### src/rtl/sts_pkg.sv
// shared types and constants for the section timing statistics block
`default_nettype none
package sts_pkg;
    localparam int MAX_SECTIONS = 16;
    localparam int RING_DEPTH   = 60;
    localparam logic [31:0] THROTTLE_RESET = 32'd2000;
    localparam logic [31:0] WINDOW_RESET   = 32'd60000;
    localparam logic [31:0] ALL_ONES       = 32'hFFFF_FFFF;

    localparam logic [2:0] OP_REGISTER = 3'd0;
    localparam logic [2:0] OP_START    = 3'd1;
    localparam logic [2:0] OP_STOP     = 3'd2;
    localparam logic [2:0] OP_READ     = 3'd3;
    localparam logic [2:0] OP_CLEAR    = 3'd4;

    localparam logic [2:0] ST_DONE    = 3'd0;
    localparam logic [2:0] ST_NOSEC   = 3'd1;
    localparam logic [2:0] ST_NESTED  = 3'd2;
    localparam logic [2:0] ST_NOSTART = 3'd3;
    localparam logic [2:0] ST_FULL    = 3'd4;

    localparam logic [0:0] REG_THROTTLE = 1'd0;
    localparam logic [0:0] REG_WINDOW   = 1'd1;

    // commands from controller to datapath
    typedef struct packed {
        logic latch;     // capture input beat
        logic exec;      // perform the operation on the tables
        logic scan_clr;  // reset ring scan counter
        logic scan_step; // examine one ring entry
        logic ring_clr;  // clear one ring entry
        logic finish;    // load result register
    } t_cmd;

    // status from datapath to controller
    typedef struct packed {
        logic is_read;
        logic is_clear;
        logic scan_last;
    } t_stat;
endpackage
`default_nettype wire

### src/rtl/sts_ctrl.sv
// controller state machine for the section timing statistics block
`default_nettype none
module sts_ctrl (
    input  wire logic          i_clk,
    input  wire logic          i_rst_n,
    input  wire logic          i_in_valid,
    output logic               o_in_ready,
    output logic               o_out_valid,
    input  wire logic          i_out_ready,
    input  wire sts_pkg::t_stat i_stat,
    output sts_pkg::t_cmd      o_cmd
);
    typedef enum logic [2:0] {S_INIT, S_IDLE, S_EXEC, S_SCAN, S_WIPE, S_DONE} t_state;
    t_state r_state, n_state;
    logic r_out_valid, n_out_valid;

    assign o_in_ready  = (r_state == S_IDLE) && (!r_out_valid || i_out_ready);
    assign o_out_valid = r_out_valid;

    // next state and commands
    always_comb begin
        n_state = r_state;
        n_out_valid = r_out_valid;
        o_cmd = '0;
        if (r_out_valid && i_out_ready) n_out_valid = 1'b0;
        case (r_state)
            S_INIT: begin
                // ring wiped once after reset
                o_cmd.ring_clr = 1'b1;
                if (i_stat.scan_last) n_state = S_IDLE;
            end
            S_IDLE: begin
                if (i_in_valid && o_in_ready) begin
                    o_cmd.latch = 1'b1;
                    n_state = S_EXEC;
                end
            end
            S_EXEC: begin
                o_cmd.scan_clr = 1'b1;
                if (i_stat.is_read) n_state = S_SCAN;
                else if (i_stat.is_clear) n_state = S_WIPE;
                else begin
                    o_cmd.exec = 1'b1;
                    n_state = S_DONE;
                end
            end
            S_SCAN: begin
                o_cmd.scan_step = 1'b1;
                if (i_stat.scan_last) begin
                    o_cmd.exec = 1'b1;
                    n_state = S_DONE;
                end
            end
            S_WIPE: begin
                o_cmd.ring_clr = 1'b1;
                if (i_stat.scan_last) begin
                    o_cmd.exec = 1'b1;
                    n_state = S_DONE;
                end
            end
            S_DONE: begin
                o_cmd.finish = 1'b1;
                n_out_valid = 1'b1;
                n_state = S_IDLE;
            end
            default: n_state = S_IDLE;
        endcase
    end

    // state register
    always_ff @(posedge i_clk) begin
        if (!i_rst_n) begin
            r_state <= S_INIT;
            r_out_valid <= 1'b0;
        end else begin
            r_state <= n_state;
            r_out_valid <= n_out_valid;
        end
    end
endmodule
`default_nettype wire

### config.mk
export PLATFORM = sky130hd
export DESIGN_NAME = sts_ctrl
export DESIGN_NICKNAME = d
export VERILOG_FILES = /design/src/rtl/sts_pkg.sv /design/src/rtl/sts_ctrl.sv
export SDC_FILE = /design/constraint.sdc
export NUM_CORES = 1
export LEC_CHECK = 0
export ABC_AREA = 1
export ABC_CLOCK_PERIOD_IN_PS = 1700
export BUFFER_PORTS_ARGS = -buffer_cell sky130_fd_sc_hd__buf_2
export CAP_MARGIN = 20
export CORE_AREA = 10 10 47 49
export CTS_CLUSTER_SIZE = 30
export DETAILED_ROUTE_END_ITERATION = 8
export DIE_AREA = 0 0 57 59
export GPL_ROUTABILITY_DRIVEN = 0
export GPL_TIMING_DRIVEN = 0
export SKIP_LAST_GASP = 1
export SLEW_MARGIN = 0
export SYNTH_ARGS = -nofsm -noshare
export SYNTH_HDL_FRONTEND = slang
export SYNTH_SLANG_ARGS = --single-unit
### constraint.sdc
create_clock -name i_clk -period 1.7 [get_ports i_clk]
set_input_delay 0.17 -clock i_clk [delete_from_list [all_inputs] [get_ports i_clk]]
set_output_delay 0.17 -clock i_clk [all_outputs]
set_load 0.02 [all_outputs]
==> flow_metrics.py <==
metrics = {
    "sta": {
        "grt_setup_unrepaired": "false",
        "skew_ns": 0.003697,
        "slew_violations": 0,
        "slew_headroom": 0.8219,
        "fmax_mhz": 706.7,
        "hold_violations": 0,
        "setup_slack_ns": 0.2851,
        "min_period_over_period": 0.8323,
        "setup_viol": 0,
        "tightestPinTransition_ns": 0.2662,
        "period_minus_slack_ns": 1.415,
        "finalSetupTns_ns": 0,
    },
    "global_route": {
        "grt.busiest_layer": "met2",
        "track_usage": 0.05644,
        "grt.met2_usage": 0.09457,
        "grt_max_degree": 8,
        "grt_pass1_wl_um": 1504,
        "grt_overflow": 0,
        "gr-usage-met1": 0.05418,
        "use_met3": 0.02575,
        "first_global_vias": 358,
        "antenna_found_initial": 0,
    },
    "clocking": {
        "hold_buffers": 0,
        "cts_setup_buffers": 0,
        "clock_path_buffers": 2,
        "path_clk_slew_ns": 0.04,
        "clkSinkCount": 4,
        "root_buffer": "clkbuf_4",
        "cts_tree": "built",
        "clock_latency_ns": 0.23,
        "cts_buffers": 3,
        "ctsResizeCount": 0,
        "htreeDepth": 1,
    },
    "route": {
        "ant_nets": 0,
        "vias_per_cell": 4.292,
        "vias": 382,
        "wl_um": 836,
        "drcViolationCount": 0,
        "routedWlPerCell_um": 9.393,
        "drtIter0Drc": 0,
        "firstDrtPassIters": 1,
    },
    "yosys": {
        "yosysUniqueCellTypes": 15,
        "avgSynthCellArea_um2": 5.697,
        "syn_inst": 56,
        "syn-num-nets": 63,
        "syn_area_um2": 319.1,
        "yosys_warnings": 0,
        "yosysSeqAreaShare": 0.2510,
        "synth_seq_cells": 4,
    },
    "worst_setup_path": {
        "critPathMaxStageDelay_ns": 0.46,
        "crit_path_top_delay_cell": "dfxtp_1",
        "critPathTopFamily": "flip-flops",
        "cp.buffers_inverters": 2,
        "critPathArrivalTime_ns": 1.24,
        "path_cells": "inv_2, nand2_1, nand2_1, nand2_1, o22ai_1, buf_2",
        "crit_type": "reg -> out",
        "cpMostUsedCell": "nand2_1",
        "end_kind": "primary output",
        "path_max_fanout": 7,
        "cp-start-kind": "flop",
        "required_ns": 1.53,
    },
    "pwr": {
        "powerDensity_nw_per_um2": 1742,
        "combPwrFrac": 0.614,
        "p_sw_frac": 0.5150,
        "switchingPower_mw": 0.3873,
        "intPower_mw": 0.3647,
        "ir_drop_uv": 766.3,
        "clock_power_share": 0.152,
        "pwr-share-seq": 0.234,
        "leakage_nw": 0.2524,
    },
    "place": {
        "post-place-ws_ns": 0.5202,
        "hpwl_um": 725,
        "io_buffers": 14,
    },
    "floorplan": {
        "die_h_um": 59,
        "die_area_um2": 3363,
        "io_pins": 15,
        "dieWidth_um": 57,
        "core_um2": 1401,
        "rows": 14,
        "initial_utilization": 0.2277,
    },
    "hold_path": {
        "min_path_type": "in -> reg",
    },
    "run_status": {
        "status": "completed",
    },
    "cells_and_area": {
        "insertedDiodeCount": 0,
        "area_growth_pct": 35.29,
        "nets": 82,
        "layout-drive-gt1-share": 0.3562,
        "nFillCells": 173,
    },
    "run": {
        "maxCapViolCount": 0,
    },
}
==> final timing paths <==
path,from,endpoint,slack [ns],cells past startpoint
worst max-delay path,r_state[0],o_cmd[4],0.29,6
worst min-delay path,i_rst_n,r_state[2],0.18,3
worst max register to register,r_state[0],r_state[0],0.57,7
worst min register to register,r_state[2],r_state[2],0.55,2
==> final cells by class <==
cell class / instances / area [um2] / share of cell area
buffer: 1 / 7.507 / 0.01739
clock buffer: 3 / 22.52 / 0.05217
inverter: 9 / 33.78 / 0.07826
multi-input combinational: 42 / 197.7 / 0.4580
sequential: 4 / 80.08 / 0.1855
tap: 16 / 20.02 / 0.04638
timing repair buffer: 14 / 70.07 / 0.1623
==> placed cells by master, fill, tap and decap left out, drive strengths merged <==
cell,netlist,routed
a21oi,2,2
buf,1,15
clkbuf,0,3
dfxtp,4,4
inv,9,9
nand2,18,18
nand3,8,8
nor2,10,10
nor3,1,1
o21a,1,1
o21ai,1,1
o22ai,1,1
==> through the flow <==
step / power (mW) / hold WS, ns / utilization / instance area (um2) / std cells
2_1_floorplan: 0.5219 / 0.2792 / - / 319.1 / 56
6_report: 0.7521 / 0.1827 / 0.3080 / 431.7 / 89
4_1_cts: 0.7679 / 0.1760 / 0.3080 / 431.7 / 89
5_1_grt: 0.8432 / 0.1962 / 0.3080 / 431.7 / 89
3_3_place_gp: 0.6469 / 0.4272 / 0.2920 / 409.1 / 86
3_5_place_dp: 0.6470 / 0.4249 / 0.2920 / 409.1 / 86
==> worst reg2reg max path, delay by kind of cell, from the launching register on <==
family                 cells  cell delay, ns
DFF                        1            0.46
buffers and inverters      1            0.08
and+or+nand+nor            6            0.48
==> cell usage after synthesis, drive strengths merged <==
cell   instances  area, um2
buf            1      7.510
inv            9      33.78
nor2          10      40.04
o21a           1      7.510
nor3           1      5.000
a21oi          2      10.01
nand3          8      40.04
o22ai          1      6.260
nand2         18      80.07
o21ai          1      8.760
dfxtp          4      80.08
==> power by group through the flow <==
stage                     logic [mW]  registers, mW  clock network [mW]
after global routing           0.530          0.182               0.131
after floorplan                0.355          0.167                   0
after CTS                      0.472          0.175               0.122
after global placement         0.471          0.176                   0
after detailed placement       0.470          0.177                   0
final                          0.462          0.176               0.114
==> cell families after synthesis <==
group,after synthesis,share of synthesized area
compound gates,5,0.1020
buf+inv,10,0.1294
flops,4,0.2510
simple gates,37,0.5176
==> flip-flops by register name, indices dropped and copies added, names as in the netlist <==
signal,count
r_state,3
o_out_valid,1
==> per-layer routing <==
metal,up-vias,part of all wire
met4,0,0
met2,3,0.58
met5,-,0
met3,0,0.018
li1,212,-
met1,167,0.40
Note: power is estimated with default switching activity, not from simulation.
